File: config.mk
export PLATFORM = sky130hd
export DESIGN_NAME = scaled_glyph_blitter_flat
export DESIGN_NICKNAME = d
export VERILOG_FILES = /design/src/rtl/sgb_pkg.sv /design/src/rtl/sgb_if.sv /design/src/rtl/sgb_ctrl.sv /design/src/rtl/sgb_datapath.sv /design/src/rtl/scaled_glyph_blitter.sv /design/src/flat_wrapper.sv
export VERILOG_INCLUDE_DIRS = /design/src /design/src/rtl
export SDC_FILE = /design/constraint.sdc
export NUM_CORES = 2
export LEC_CHECK = 0
export ABC_CLOCK_PERIOD_IN_PS = 6200
export BUFFER_PORTS_ARGS = -buffer_cell sky130_fd_sc_hd__buf_4
export CAP_MARGIN = 25
export CORE_MARGIN = 2
export CORE_UTILIZATION = 30
export CTS_CLUSTER_SIZE = 24
export DETAILED_ROUTE_END_ITERATION = 10
export PLACE_DENSITY = 0.4
export SLEW_MARGIN = 20
export SYNTH_ARGS = -nofsm -noshare
export SYNTH_HDL_FRONTEND = slang
export SYNTH_SLANG_ARGS = --single-unit
export TNS_END_PERCENT = 20
File: constraint.sdc
create_clock -name clk -period 6.2 [get_ports clk]
set_input_delay 1.55 -clock clk [delete_from_list [all_inputs] [get_ports clk]]
set_output_delay 1.55 -clock clk [all_outputs]
set_load 0.1 [all_outputs]
File: src/rtl/assert_macros.svh
// Assertion macros shared by the RTL modules
`ifndef ASSERT_MACROS_SVH
`define ASSERT_MACROS_SVH

// Same-cycle implication, checked on every clk edge outside reset
`define SGB_ASSERT_NOW(lbl, ante, cons, msg) \
  lbl: assert property (@(posedge clk) disable iff (rst) (ante) |-> (cons)) \
    else $error(msg);

// Next-cycle implication, checked on every clk edge outside reset
`define SGB_ASSERT_NEXT(lbl, ante, cons, msg) \
  lbl: assert property (@(posedge clk) disable iff (rst) (ante) |=> (cons)) \
    else $error(msg);

`endif

File: src/rtl/sgb_pkg.sv
// Package: constants, codes and control types of the glyph blitter
package sgb_pkg;

  // Font table and panel geometry
  localparam int GLYPH_SLOTS  = 64;
  localparam int PANEL_WIDTH  = 128;
  localparam int PANEL_HEIGHT = 64;
  localparam int FONT_COLUMNS = 3;
  localparam int FONT_ROWS    = 5;
  localparam int FONT_DOTS    = FONT_COLUMNS * FONT_ROWS;

  localparam int SLOT_W = (GLYPH_SLOTS > 1) ? $clog2(GLYPH_SLOTS) : 1;
  localparam int STEP_W = $clog2(FONT_DOTS);
  localparam int ROW_W  = $clog2(FONT_ROWS);

  // Field widths
  localparam int KIND_W  = 2;
  localparam int SLOTF_W = 6;
  localparam int CODE_W  = 8;
  localparam int DOTS_W  = 15;
  localparam int POS_W   = 16;
  localparam int SCALE_W = 4;
  localparam int PIX_W   = 8;
  localparam int XO_W    = 7;
  localparam int YO_W    = 6;

  // Working width of square corners: pen plus a few dot sizes, and the panel size
  localparam int COORD_W = 18;
  localparam int PEN_MAX = 32767;

  // Item kinds
  localparam logic [KIND_W-1:0] KIND_LOAD  = 2'd0;
  localparam logic [KIND_W-1:0] KIND_START = 2'd1;
  localparam logic [KIND_W-1:0] KIND_DRAW  = 2'd2;

  typedef enum logic [1:0] {
    ST_IDLE,
    ST_SCAN,
    ST_EMIT,
    ST_FLUSH
  } state_t;

  // Controller to datapath
  typedef struct packed {
    logic in_ready;
    logic scan;
    logic emit;
    logic flush;
  } cmd_t;

  // Datapath to controller
  typedef struct packed {
    logic in_valid;
    logic in_draw;
    logic hit;
    logic scan_end;
    logic emit_end;
    logic flush_done;
    logic pend_busy;
  } sts_t;

endpackage

File: src/rtl/sgb_if.sv
// Interfaces: input item channel and result square channel

interface sgb_in_if;
  import sgb_pkg::*;
  logic                      valid;
  logic                      ready;
  logic [KIND_W-1:0]         kind;
  logic [SLOTF_W-1:0]        slot;
  logic [CODE_W-1:0]         char_code;
  logic [DOTS_W-1:0]         glyph_bits;
  logic signed [POS_W-1:0]   start_x;
  logic signed [POS_W-1:0]   start_y;
  logic [SCALE_W-1:0]        scale;
  logic [PIX_W-1:0]          pixel_value;

  modport source (output valid, kind, slot, char_code, glyph_bits, start_x, start_y,
                  scale, pixel_value, input ready);
  modport sink (input valid, kind, slot, char_code, glyph_bits, start_x, start_y,
                scale, pixel_value, output ready);
endinterface

interface sgb_out_if;
  import sgb_pkg::*;
  logic              valid;
  logic              ready;
  logic [XO_W-1:0]   x_first;
  logic [XO_W-1:0]   x_last;
  logic [YO_W-1:0]   y_first;
  logic [YO_W-1:0]   y_last;
  logic [PIX_W-1:0]  fill_value;
  logic              last;

  modport source (output valid, x_first, x_last, y_first, y_last, fill_value, last,
                  input ready);
  modport sink (input valid, x_first, x_last, y_first, y_last, fill_value, last,
                output ready);
endinterface

File: src/rtl/sgb_ctrl.sv
// Controller: sequences lookup scan, dot emission and final flush of a draw
module sgb_ctrl (
  input  logic          clk,
  input  logic          rst,
  input  sgb_pkg::sts_t sts,
  output sgb_pkg::cmd_t cmd
);
  import sgb_pkg::*;
  `include "assert_macros.svh"

  state_t state;
  state_t state_next;

  // State register
  always_ff @(posedge clk) begin
    if (rst) begin
      state <= ST_IDLE;
    end else begin
      state <= state_next;
    end
  end

  // Next state and commands
  always_comb begin
    state_next = state;
    cmd        = '0;
    case (state)
      ST_IDLE: begin
        cmd.in_ready = 1'b1;
        if (sts.in_valid && sts.in_draw) begin
          state_next = ST_SCAN;
        end
      end
      ST_SCAN: begin
        cmd.scan = 1'b1;
        if (sts.hit) begin
          state_next = ST_EMIT;
        end else if (sts.scan_end) begin
          state_next = ST_IDLE;
        end
      end
      ST_EMIT: begin
        cmd.emit = 1'b1;
        if (sts.emit_end) begin
          state_next = ST_FLUSH;
        end
      end
      ST_FLUSH: begin
        cmd.flush = 1'b1;
        if (sts.flush_done) begin
          state_next = ST_IDLE;
        end
      end
      default: begin
        state_next = ST_IDLE;
      end
    endcase
  end

  `SGB_ASSERT_NOW(a_idle_no_pending, state == ST_IDLE, !sts.pend_busy, "square left pending in idle")
  `SGB_ASSERT_NOW(a_scan_quiet, state == ST_SCAN, !sts.pend_busy, "square pending during lookup")
  `SGB_ASSERT_NEXT(a_flush_done, state == ST_FLUSH && sts.flush_done, !sts.pend_busy, "flush left a square")

endmodule

File: src/rtl/sgb_datapath.sv
// Datapath: font memory, pen state, slot scan, dot clipping and result staging
module sgb_datapath (
  input  logic          clk,
  input  logic          rst,
  input  sgb_pkg::cmd_t cmd,
  output sgb_pkg::sts_t sts,
  sgb_in_if.sink        item,
  sgb_out_if.source     result
);
  import sgb_pkg::*;
  `include "assert_macros.svh"

  localparam logic signed [COORD_W-1:0] C_ZERO  = '0;
  localparam logic signed [COORD_W-1:0] C_PW    = COORD_W'(PANEL_WIDTH);
  localparam logic signed [COORD_W-1:0] C_PH    = COORD_W'(PANEL_HEIGHT);
  localparam logic signed [COORD_W-1:0] C_PWM1  = COORD_W'(PANEL_WIDTH - 1);
  localparam logic signed [COORD_W-1:0] C_PHM1  = COORD_W'(PANEL_HEIGHT - 1);
  localparam logic signed [COORD_W-1:0] C_PMAX  = COORD_W'(PEN_MAX);
  localparam logic [SLOT_W:0]           SLOTS_N = (SLOT_W+1)'(GLYPH_SLOTS);
  localparam logic [SLOT_W-1:0]         SLOT_LAST = SLOT_W'(GLYPH_SLOTS - 1);
  localparam logic [STEP_W-1:0]         STEP_LAST = STEP_W'(FONT_DOTS - 1);
  localparam logic [ROW_W-1:0]          ROW_LAST  = ROW_W'(FONT_ROWS - 1);
  localparam logic [8:0]                SLOTS_CMP = 9'(GLYPH_SLOTS);

  // Font memory: code and dots per slot
  logic [CODE_W+DOTS_W-1:0] font_mem [GLYPH_SLOTS];
  logic [GLYPH_SLOTS-1:0]   slot_valid;

  // Pen state
  logic signed [POS_W-1:0]  pen_col;
  logic signed [POS_W-1:0]  pen_row;
  logic [SCALE_W-1:0]       dot_size;
  logic [PIX_W-1:0]         ink;

  // Scan
  logic [CODE_W-1:0]        key;
  logic [SLOT_W:0]          issue_idx;
  logic [SLOT_W-1:0]        rd_idx;
  logic                     rd_live;
  logic [CODE_W+DOTS_W-1:0] rd_word;

  // Emit
  logic [DOTS_W-1:0]        dots;
  logic [STEP_W-1:0]        step;
  logic [ROW_W-1:0]         row_cnt;
  logic signed [COORD_W-1:0] col_base;
  logic signed [COORD_W-1:0] row_base;
  logic signed [COORD_W-1:0] row_start;

  // Pending square and output register
  logic              pend_valid;
  logic [XO_W-1:0]   pend_xf, pend_xl;
  logic [YO_W-1:0]   pend_yf, pend_yl;
  logic              out_valid;
  logic [XO_W-1:0]   out_xf, out_xl;
  logic [YO_W-1:0]   out_yf, out_yl;
  logic [PIX_W-1:0]  out_fill;
  logic              out_last;

  logic                      accept;
  logic                      is_load, is_start, is_draw;
  logic                      match;
  logic                      out_free;
  logic signed [COORD_W-1:0] s_ext, s_m1;
  logic signed [COORD_W-1:0] x_hi, y_hi, pen_sum;
  logic                      vis;
  logic [XO_W-1:0]           c_xf, c_xl;
  logic [YO_W-1:0]           c_yf, c_yl;
  logic                      adv;
  logic                      push_pend;

  assign item.ready = cmd.in_ready;
  assign accept     = item.valid && cmd.in_ready;
  assign is_load    = item.kind == KIND_LOAD;
  assign is_start   = item.kind == KIND_START;
  assign is_draw    = item.kind == KIND_DRAW;

  // Compare the registered read against the key
  assign match = rd_live && slot_valid[rd_idx] && (rd_word[CODE_W+DOTS_W-1:DOTS_W] == key);

  // Clip the current dot square
  assign s_ext = $signed(COORD_W'(dot_size));
  assign s_m1  = $signed(COORD_W'(dot_size - SCALE_W'(1)));
  assign x_hi  = col_base + s_m1;
  assign y_hi  = row_base + s_m1;
  assign vis   = dots[0] && (x_hi >= C_ZERO) && (col_base < C_PW)
                 && (y_hi >= C_ZERO) && (row_base < C_PH);
  assign c_xf  = (col_base < C_ZERO) ? '0 : col_base[XO_W-1:0];
  assign c_xl  = (x_hi >= C_PW) ? C_PWM1[XO_W-1:0] : x_hi[XO_W-1:0];
  assign c_yf  = (row_base < C_ZERO) ? '0 : row_base[YO_W-1:0];
  assign c_yl  = (y_hi >= C_PH) ? C_PHM1[YO_W-1:0] : y_hi[YO_W-1:0];

  assign out_free  = !out_valid || result.ready;
  assign adv       = cmd.emit && !(vis && pend_valid && !out_free);
  assign push_pend = adv && vis && pend_valid;

  // Pen advance with saturation
  assign pen_sum = $signed({{(COORD_W-POS_W){pen_col[POS_W-1]}}, pen_col})
                   + (s_ext <<< 2);

  // Font memory write and scan read
  always_ff @(posedge clk) begin
    if (accept && is_load && (9'(item.slot) < SLOTS_CMP)) begin
      font_mem[SLOT_W'(item.slot)] <= {item.char_code, item.glyph_bits};
    end
    if (cmd.scan && (issue_idx < SLOTS_N)) begin
      rd_word <= font_mem[issue_idx[SLOT_W-1:0]];
      rd_idx  <= issue_idx[SLOT_W-1:0];
    end
  end

  // Control state: valid bits, pen, scan, pending and output flags
  always_ff @(posedge clk) begin
    if (rst) begin
      slot_valid <= '0;
      pen_col    <= '0;
      pen_row    <= '0;
      dot_size   <= SCALE_W'(1);
      ink        <= '0;
      rd_live    <= 1'b0;
      pend_valid <= 1'b0;
      out_valid  <= 1'b0;
    end else begin
      if (accept && is_load && (9'(item.slot) < SLOTS_CMP)) begin
        slot_valid[SLOT_W'(item.slot)] <= 1'b1;
      end
      if (accept && is_start) begin
        pen_col  <= item.start_x;
        pen_row  <= item.start_y;
        dot_size <= (item.scale == '0) ? SCALE_W'(1) : item.scale;
        ink      <= item.pixel_value;
      end
      if (accept && is_draw) begin
        pen_col <= (pen_sum > C_PMAX) ? C_PMAX[POS_W-1:0] : pen_sum[POS_W-1:0];
      end
      // Track an outstanding read
      if (cmd.scan) begin
        rd_live <= issue_idx < SLOTS_N;
      end else begin
        rd_live <= 1'b0;
      end
      // Pending square
      if (adv && vis) begin
        pend_valid <= 1'b1;
      end else if (cmd.flush && out_free) begin
        pend_valid <= 1'b0;
      end
      // Output register
      if (push_pend || (cmd.flush && pend_valid && out_free)) begin
        out_valid <= 1'b1;
      end else if (result.ready) begin
        out_valid <= 1'b0;
      end
    end
  end

  // Payload registers
  always_ff @(posedge clk) begin
    // Capture the draw and start the scan
    if (accept && is_draw) begin
      key       <= item.char_code;
      issue_idx <= '0;
      col_base  <= $signed({{(COORD_W-POS_W){pen_col[POS_W-1]}}, pen_col});
      row_base  <= $signed({{(COORD_W-POS_W){pen_row[POS_W-1]}}, pen_row});
      row_start <= $signed({{(COORD_W-POS_W){pen_row[POS_W-1]}}, pen_row});
    end else if (cmd.scan && (issue_idx < SLOTS_N)) begin
      issue_idx <= issue_idx + (SLOT_W+1)'(1);
    end
    // Load the glyph on a hit
    if (cmd.scan && match) begin
      dots    <= rd_word[DOTS_W-1:0];
      step    <= '0;
      row_cnt <= '0;
    end else if (adv) begin
      dots <= dots >> 1;
      step <= step + STEP_W'(1);
      if (row_cnt == ROW_LAST) begin
        row_cnt  <= '0;
        row_base <= row_start;
        col_base <= col_base + s_ext;
      end else begin
        row_cnt  <= row_cnt + ROW_W'(1);
        row_base <= row_base + s_ext;
      end
    end
    if (adv && vis) begin
      pend_xf <= c_xf;
      pend_xl <= c_xl;
      pend_yf <= c_yf;
      pend_yl <= c_yl;
    end
    if (push_pend || (cmd.flush && pend_valid && out_free)) begin
      out_xf   <= pend_xf;
      out_xl   <= pend_xl;
      out_yf   <= pend_yf;
      out_yl   <= pend_yl;
      out_fill <= ink;
      out_last <= cmd.flush;
    end
  end

  assign result.valid      = out_valid;
  assign result.x_first    = out_xf;
  assign result.x_last     = out_xl;
  assign result.y_first    = out_yf;
  assign result.y_last     = out_yl;
  assign result.fill_value = out_fill;
  assign result.last       = out_last;

  assign sts.in_valid   = item.valid;
  assign sts.in_draw    = is_draw;
  assign sts.hit        = match;
  assign sts.scan_end   = rd_live && (rd_idx == SLOT_LAST) && !match;
  assign sts.emit_end   = adv && (step == STEP_LAST);
  assign sts.flush_done = !pend_valid || out_free;
  assign sts.pend_busy  = pend_valid;

  `SGB_ASSERT_NEXT(a_emit_holds, cmd.emit && vis && pend_valid && out_valid && !result.ready, $stable(step), "dot advanced over a full stage")
  `SGB_ASSERT_NOW(a_step_range, cmd.emit, step <= STEP_LAST, "dot step out of range")
  `SGB_ASSERT_NOW(a_hit_live, match, cmd.scan || rd_live, "hit without a scan read")

endmodule

File: src/rtl/scaled_glyph_blitter.sv
// Top level: character generator for a 3x5 bitmap font on a clipped panel
//
// Load items write one font slot and start items set pen, scale and ink. A
// draw item first scans the font memory one slot per cycle, lowest slot first,
// through its single registered read port, stopping at the first matching slot
// or after the last slot for an unknown code. The glyph's 15 dots are then
// stepped one per cycle while the result side does not stall, column by column,
// each visible dot giving one clipped square; a final flush state releases the
// last square, marked last. The pen column advances by four dot sizes per draw
// and saturates at 32767. Results wait in an output register, so the next item
// is accepted while the last square is still held.
module scaled_glyph_blitter (
  input  logic      clk,
  input  logic      rst,
  sgb_in_if.sink    item,
  sgb_out_if.source result
);
  import sgb_pkg::*;

  cmd_t cmd;
  sts_t sts;

  // Sequence control
  sgb_ctrl u_ctrl (
    .clk (clk),
    .rst (rst),
    .sts (sts),
    .cmd (cmd)
  );

  // Storage and arithmetic
  sgb_datapath u_datapath (
    .clk    (clk),
    .rst    (rst),
    .cmd    (cmd),
    .sts    (sts),
    .item   (item),
    .result (result)
  );

endmodule

File: src/flat_wrapper.sv
// flat-port wrapper written by rule: the top's interface ports become plain ports
module scaled_glyph_blitter_flat import sgb_pkg::*;
  (clk, rst, item_valid, item_kind, item_slot, item_char_code, item_glyph_bits, item_start_x, item_start_y, item_scale, item_pixel_value, item_ready, result_valid, result_x_first, result_x_last, result_y_first, result_y_last, result_fill_value, result_last, result_ready);
  sgb_in_if item_i ();
  sgb_out_if result_i ();
  input  logic clk;
  input  logic rst;
  input wire logic [$bits(item_i.valid)-1:0] item_valid;
  input wire logic [$bits(item_i.kind)-1:0] item_kind;
  input wire logic [$bits(item_i.slot)-1:0] item_slot;
  input wire logic [$bits(item_i.char_code)-1:0] item_char_code;
  input wire logic [$bits(item_i.glyph_bits)-1:0] item_glyph_bits;
  input wire logic [$bits(item_i.start_x)-1:0] item_start_x;
  input wire logic [$bits(item_i.start_y)-1:0] item_start_y;
  input wire logic [$bits(item_i.scale)-1:0] item_scale;
  input wire logic [$bits(item_i.pixel_value)-1:0] item_pixel_value;
  output wire logic [$bits(item_i.ready)-1:0] item_ready;
  output wire logic [$bits(result_i.valid)-1:0] result_valid;
  output wire logic [$bits(result_i.x_first)-1:0] result_x_first;
  output wire logic [$bits(result_i.x_last)-1:0] result_x_last;
  output wire logic [$bits(result_i.y_first)-1:0] result_y_first;
  output wire logic [$bits(result_i.y_last)-1:0] result_y_last;
  output wire logic [$bits(result_i.fill_value)-1:0] result_fill_value;
  output wire logic [$bits(result_i.last)-1:0] result_last;
  input wire logic [$bits(result_i.ready)-1:0] result_ready;
  assign item_i.valid = item_valid;
  assign item_i.kind = item_kind;
  assign item_i.slot = item_slot;
  assign item_i.char_code = item_char_code;
  assign item_i.glyph_bits = item_glyph_bits;
  assign item_i.start_x = item_start_x;
  assign item_i.start_y = item_start_y;
  assign item_i.scale = item_scale;
  assign item_i.pixel_value = item_pixel_value;
  assign item_ready = item_i.ready;
  assign result_valid = result_i.valid;
  assign result_x_first = result_i.x_first;
  assign result_x_last = result_i.x_last;
  assign result_y_first = result_i.y_first;
  assign result_y_last = result_i.y_last;
  assign result_fill_value = result_i.fill_value;
  assign result_last = result_i.last;
  assign result_i.ready = result_ready;
  scaled_glyph_blitter u_core (.clk(clk), .rst(rst), .item(item_i), .result(result_i));
endmodule
# Word level (Yosys, flattened, before mapping)
# Memories as Yosys holds them, arrays and structs flattened. A register that Yosys moved wholly into a read port is not among the register bits.
# Index checks and enable logic that the tools add are counted.
[word_totals]
regBits = 269
latch_bits = 0
mem_bits_rw = 1472
mem_bits_ro = 0
input_bits = 79
wordCells = 143
n_memories = 1
[classes]
add_sub_neg = 9
multipliers = 0
n_div = 0
n_lt_le_gt_ge = 13
eq_ne = 13
n_shift = 0
muxes = 35
n_bitwise = 2
n_reduce_logical = 42
[memory_table]
columns = ["name", "depth", "word_bits", "read_ports", "rd_ports_with_merged_regs", "write_ports", "line", "rtl"]
rows = [
  ["u_core.u_datapath.font_mem", 64, 23, 1, 1, 1, "sgb_datapath.sv:26", "logic [CODE_W+DOTS_W-1:0] font_mem [GLYPH_SLOTS];"],
]
[ops]
columns = ["operator", "n"]
rows = [
  ["18-bit two-way mux", 8],
  ["18-bit by 5-bit adder with 18-bit output", 4],
  ["64-bit bitwise OR", 1],
  ["16-bit two-way mux", 3],
  ["18-bit by 1-bit greater-or-equal comparator with 1-bit output (second input constant)", 2],
  ["18-bit by 1-bit less-than comparator with 1-bit output (second input constant)", 2],
  ["15-bit two-way mux", 2],
  ["1-bit logical AND", 25],
  ["18-bit by 8-bit greater-or-equal comparator with 1-bit output (second input constant)", 1],
  ["18-bit by 9-bit greater-or-equal comparator with 1-bit output (second input constant)", 1],
  ["18-bit by 8-bit less-than comparator with 1-bit output (second input constant)", 1],
  ["18-bit by 9-bit less-than comparator with 1-bit output (second input constant)", 1],
  ["16-bit by 7-bit adder with 17-bit output", 1],
  ["17-bit by 16-bit greater-than comparator with 1-bit output (second input constant)", 1],
  ["6-bit by 7-bit less-than comparator with 1-bit output (second input constant)", 2],
  ["1-bit two-way mux", 12],
  ["2-bit two-way mux", 5],
  ["8-bit equality test", 1],
  ["2-bit one-hot mux with 4 select lines", 1],
  ["2-bit nonzero test", 4],
  ["7-bit by 1-bit adder with 7-bit output (second input constant)", 1],
  ["7-bit less-than comparator (second input constant)", 1],
  ["1-bit binary-select mux with 6-bit select", 1],
  ["1-bit demux with 6-bit select", 1],
  ["21 further kinds", 32],
]

# Depth between registers and ports, before layout
[logic_depth]
ltp_word = 15
mapped_depth = 17

# Modules after synthesis
# Synthesis repeated with hierarchy kept, for this count alone.
[hier_totals]
cells_unflattened = 3519
area_unflattened_um2 = 69654.3
[by_module_without_submodules]
columns = ["mod", "n_inst", "cells_per_inst", "area_per_inst_um2", "seq_area_each_um2"]
rows = [
  ["sgb_datapath", 1, 3505, 69535.4, 51299.2],
  ["sgb_ctrl", 1, 14, 118.9, 40.0],
]

# Worst setup path after synthesis
# OpenSTA, ideal clock, no wires.
[synth_path]
kind = "reg-to-reg"
start = "reg u_core.u_datapath.dot_size[1]"
end = "reg u_core.u_datapath.out_fill[0], in the netlist u_core.u_datapath.result.fill_value[0] (enable)"
arrival_ps = 5273
required_time_ps = 5773
setup_slack_ps = 500
path_stages_with_launch = 14
period_less_slack_ps = 5700
cell_sequence = "dfxtp_1 -> inv_1 -> ha_1 -> nor3b_2 -> ha_1 -> buf_2 -> nand2_1 -> o22ai_1 -> o2111ai_1 -> a31oi_1 -> or2_1 -> nor4_1 -> o211ai_1 -> nor2_1"
[synth_between]
elab_chain_cells = 14
[synth_rtl]
columns = ["item", "line", "rtl"]
rows = [
  ["start, declared", "sgb_datapath.sv:32", "logic [SCALE_W-1:0] dot_size;"],
  ["start signal, assigned", "sgb_datapath.sv:130", "dot_size <= (item.scale == '0) ? SCALE_W'(1) : item.scale;"],
  ["4-bit by 1-bit subtractor with 5-bit output (*)", "sgb_datapath.sv:83", "assign s_m1 = $signed(COORD_W'(dot_size - SCALE_W'(1)));"],
  ["18-bit by 5-bit adder with 18-bit output", "sgb_datapath.sv:84", "assign x_hi = col_base + s_m1;"],
  ["18-bit by 1-bit greater-or-equal comparator with 1-bit output", "sgb_datapath.sv:86", "assign vis = dots[0] && (x_hi >= C_ZERO) && (col_base < C_PW)"],
  ["1-bit logical AND (2 in a row)", "sgb_datapath.sv:86", ""],
  ["1-bit logical AND (*) (2 in a row)", "sgb_datapath.sv:87", "&& (y_hi >= C_ZERO) && (row_base < C_PH);"],
  ["1-bit logical AND (2 in a row)", "sgb_datapath.sv:94", "assign adv = cmd.emit && !(vis && pend_valid && !out_free);"],
  ["1-bit logical NOT", "sgb_datapath.sv:94", ""],
  ["1-bit logical AND", "sgb_datapath.sv:94", ""],
  ["1-bit logical AND (*) (2 in a row)", "sgb_datapath.sv:95", "assign push_pend = adv && vis && pend_valid;"],
  ["1-bit logical OR (*)", "sgb_datapath.sv:192", "if (push_pend || (cmd.flush && pend_valid && out_free)) begin"],
  ["end signal, assigned", "sgb_datapath.sv:197", "out_fill <= ink;"],
  ["end, declared", "sgb_datapath.sv:57", "logic [PIX_W-1:0] out_fill;"],
]
# Every way passes the cells marked *; elsewhere a longest branch is shown, timed or not.
# A chain may end at the register's enable or synchronous reset.

# Worst setup path after layout
[layout_path]
start = "reg u_core.u_datapath.dot_size[1]"
end = "reg u_core.u_datapath.out_yl[4], in the netlist u_core.u_datapath.result.y_last[4] (enable)"
[layout_between]
elab_chain_cells = 14
[layout_rtl]
columns = ["item", "line", "rtl"]
rows = [
  ["4-bit by 1-bit subtractor with 5-bit output (*)", "sgb_datapath.sv:83", ""],
  ["18-bit by 5-bit adder with 18-bit output", "sgb_datapath.sv:84", ""],
  ["18-bit by 1-bit greater-or-equal comparator with 1-bit output", "sgb_datapath.sv:86", ""],
  ["1-bit logical AND (2 in a row)", "sgb_datapath.sv:86", ""],
  ["1-bit logical AND (*) (2 in a row)", "sgb_datapath.sv:87", ""],
  ["1-bit logical AND (2 in a row)", "sgb_datapath.sv:94", ""],
  ["1-bit logical NOT", "sgb_datapath.sv:94", ""],
  ["1-bit logical AND", "sgb_datapath.sv:94", ""],
  ["1-bit logical AND (*) (2 in a row)", "sgb_datapath.sv:95", ""],
  ["1-bit logical OR (*)", "sgb_datapath.sv:192", ""],
  ["end signal, assigned", "sgb_datapath.sv:196", "out_yl <= pend_yl;"],
  ["end, declared", "sgb_datapath.sv:56", "logic [YO_W-1:0] out_yf, out_yl;"],
]
# Marks and branches as above.

==> results.toml <==
[global_route]
grt_max_degree = 66
grt_overflow = 0
track_usage_pct = 16.9
grt_pass1_vias = 36000
antenna_found_initial = 24
grt_first_pass_wirelength_um = 283000

[timing]
rsz0062_at_grt = "false"
min_period_ns = 5.07
tightest_slew_ns = 1.07
slew_headroom_pct = 28.4
tns_ns = 0
hold_viol_final = 0
setup_viol = 0
min_period_over_period_pct = 81.7
finClkSkew_ns = 0.0314
fmax_ghz = 0.197
drv_slew = 0

[synth]
syn-cell-area_um2 = 69800
ys_seq_area_share_pct = 73.6
synth_seq_cells = 1764
syn_nets = 3697
synth_top_flop_cell = "edfxtp_1"
postSynthCellCount = 3561
synthArstFlopShare_pct = 0
yosys_warnings = 0
syn_avg_cell_area_um2 = 19.6
ys_types = 80
synth-edff-count = 1601

[cts]
clock_path_buffers = 3
cts-root-buf = "clkbuf_16"
clk_latency_ns = 0.82
holdBufCountCts = 0
clk_pin_slew_ns = 0.06
cts_setup_buffers = 0
tritoncts = "built"
clkSinkCount = 1764
cts-resized-gates = 0
htree_levels = 4
cts-buffers-inserted = 192

[power_and_ir_drop]
netSwitchingPower_uw = 8230
sw_frac_of_total_pct = 27.2
pwr-share-comb_pct = 19.3
leakage_uw = 0.0249
clkPwrFrac_pct = 36.5
power.density_nw_per_um2 = 373
p_int_uw = 22000
seqPwrFrac_pct = 44.2
ir_worst_vdd_mv = 0.250

[setup_path]
critPathMaxStageDelay_ns = 0.76
crit_chain = "inv_1 -> ha_1 -> nor3b_4 -> buf_4 -> ha_1 -> a21oi_1 -> o21ai_0 -> a2111oi_0 -> and3_1 -> or2_1 -> nor4_1 -> o211ai_1 -> nor2_4 -> buf_4"
startpoint_type = "register"
crit_type = "register to register"
crit_family = "simple AND/OR/NAND/NOR gates"
slowest_stage = "nor4_1"
critical_path_buf_inv_count = 3
r2r_setup_slack_ns = 1.13
r2r-end = "u_core.u_datapath.result.y_last[4]$_DFFE_PP_"
r2r-start = "u_core.u_datapath.dot_size[1]$_SDFFE_PP0P_"
arrival_ns = 5.51
r2r_cells = 14
cp-end-kind = "register"
critPathRequiredTime_ns = 6.65
crit_fanout = 35

[placement]
placed_cells = 6616
dp_hpwl_um = 122000
gp_congestion = 0.767
port_buffers = 115

[floorplan]
die_area_um2 = 237000
dieWidth_um = 486
start_util_pct = 30.1
rows = 177
die_h_um = 486
ios = 116
core_um2 = 232000

[flow_run]
drv_cap = 0

[min_path]
holdCritStartpoint = "u_core.u_datapath.pend_xf[0]$_SDFFCE_PP0P_"
min_path_type = "register to register"
hold_end = "u_core.u_datapath.result.x_first[0]$_DFFE_PP_"
min_path_cells = 0

[routing]
drt_iter0_markers = 2748
dr.pass1.iters = 6
viasPerCell = 4.95
vias = 34500
drc_errors = 0
wirelength_um = 200000
wl_per_cell_um = 28.7
ant_nets = 0

[outcome]
outcome = "finished, final reports clean"

[layout]
layout-drive-gt1-share_pct = 26.9
final_cell_mix = "1601 x edfxtp_1, 500 x mux4_2, 225 x nor2_1"
syn2layout_area_growth_pct = 16.1
layout_commonest_cell = "edfxtp_1"
fin_nets = 3904
instances_no_fill = 6975
## kinds of logic (layout without fill, tap and decap cells)
family	count (synthesis)	in the layout	synth area share [%]
compound gates	289	289	2.68
xor+xnor	60	60	0.753
fa+ha+maj	57	57	1.08
buf+inv	214	573	1.22
flops	1764	1764	73.6
mux	531	531	16.6
other cells	0	12	0
simple gates	646	646	4.12
## power by group through the flow
stage                     clock (uW)  combinational [uW]  sequential, uW
final                          11000                5830           13400
after global routing           11800                6170           13400
after CTS                      11300                6060           13400
after detailed placement           0                6040           13600
after global placement             0                6060           13600
after floorplan                    0                3720           13400
## area by class of cell
| cell class | count | area, um^2 |
|---|---|---|
| inverter | 31 | 116 |
| fill | 21600 | 151000 |
| antenna | 12 | 30.0 |
| sequential | 1764 | 51400 |
| multi-input combinational | 1583 | 18100 |
| clock buffer | 252 | 5120 |
| tap | 3043 | 3810 |
| timing repair buffer | 196 | 1660 |
| clock inverter | 94 | 822 |
## worst max path at each step
| stage | start | endpoint | slack, ns | cells after the start |
|---|---|---|---|---|
| finish | u_core.u_datapath.dot_size[1]$_SDFFE_PP0P_ | u_core.u_datapath.result.y_last[4]$_DFFE_PP_ | 1.13 | 14 |
| global route | u_core.u_datapath.dot_size[1]$_SDFFE_PP0P_ | u_core.u_datapath.result.y_first[1]$_DFFE_PP_ | 0.72 | 14 |
| CTS | u_core.u_datapath.dot_size[1]$_SDFFE_PP0P_ | u_core.u_datapath.result.y_last[5]$_DFFE_PP_ | 1.09 | 14 |
| detailed placement | u_core.u_datapath.dot_size[1]$_SDFFE_PP0P_ | u_core.u_datapath.result.y_first[4]$_DFFE_PP_ | 1.12 | 14 |
| global placement | u_core.u_datapath.dot_size[1]$_SDFFE_PP0P_ | u_core.u_datapath.result.y_first[5]$_DFFE_PP_ | 1.08 | 14 |
| floorplan | u_core.u_datapath.dot_size[1]$_SDFFE_PP0P_ | u_core.u_datapath.result.fill_value[0]$_DFFE_PP_ | 0.50 | 13 |
## metal layers
layer / wire length [um] / vias to the layer above / share of wire, % / GRT usage (%)
met5: 0 / - / 0 / 0
met4: 3490 / 0 / 1.7 / 3.57
met3: 8580 / 231 / 4.3 / 2.54
met2: 98400 / 738 / 49 / 28.1
met1: 89800 / 18600 / 45 / 23.4
li1: - / 15000 / - / -
## worst register-to-register path: stages, from the launching register on
cell and delay, ns:
dfxtp_1 0.36, inv_1 0.21, ha_1 0.22, nor3b_4 0.58
buf_4 0.35, ha_1 0.34, a21oi_1 0.10, o21ai_0 0.35
a2111oi_0 0.17, and3_1 0.23, or2_1 0.24, nor4_1 0.76
o211ai_1 0.26, nor2_4 0.12, buf_4 0.40
## Yosys cell counts, drive strengths merged (6+ instances only)
cell type,n,area (um^2)
mux2,15,169
edfxtp,1601,48100
nand3,31,155
a21o,12,90.1
a311oi,7,67.6
dfxtp,163,3260
a31oi,28,175
nand2,177,667
o21a,9,67.6
inv,31,116
nor2,291,1090
nand3b,7,52.6
nand2b,13,81.3
xnor2,32,280
a211oi,25,203
ha,52,651
a2111oi,6,58.8
mux2i,16,160
and3,17,106
nor4,8,65.1
a21oi,96,484
and2,11,71.3
nand4,14,87.6
mux4,500,11300
nor3,20,100
xor2,28,245
buf,73,322
nor2b,35,219
clkbuf,110,413
o21ai,53,269
## metrics by stage
step	power, uW	hold slack (ns)	instance area, um^2	utilization (%)	worst slack, ns
final	30200	0.407	81000	34.9	1.13
after global routing	31300	0.423	81000	34.9	0.717
after CTS	30800	0.404	81000	34.9	1.09
after detailed placement	19700	0.405	75000	32.4	1.12
after global placement	19700	0.405	75000	32.3	1.08
after floorplan	17100	0.400	69800	-	0.500
## flip-flops by register name, indices dropped and copies added (netlist names), 16 cells and up, named ones only
register,flops
u_core.u_datapath.font_mem,1472
u_core.u_datapath.slot_valid,64
u_core.u_datapath.rd_word,23
u_core.u_datapath.col_base,18
u_core.u_datapath.row_base,18
u_core.u_datapath.pen_col,16
u_core.u_datapath.pen_row,16
u_core.u_datapath.row_start,16
Note: power is estimated with default switching activity, not from simulation.
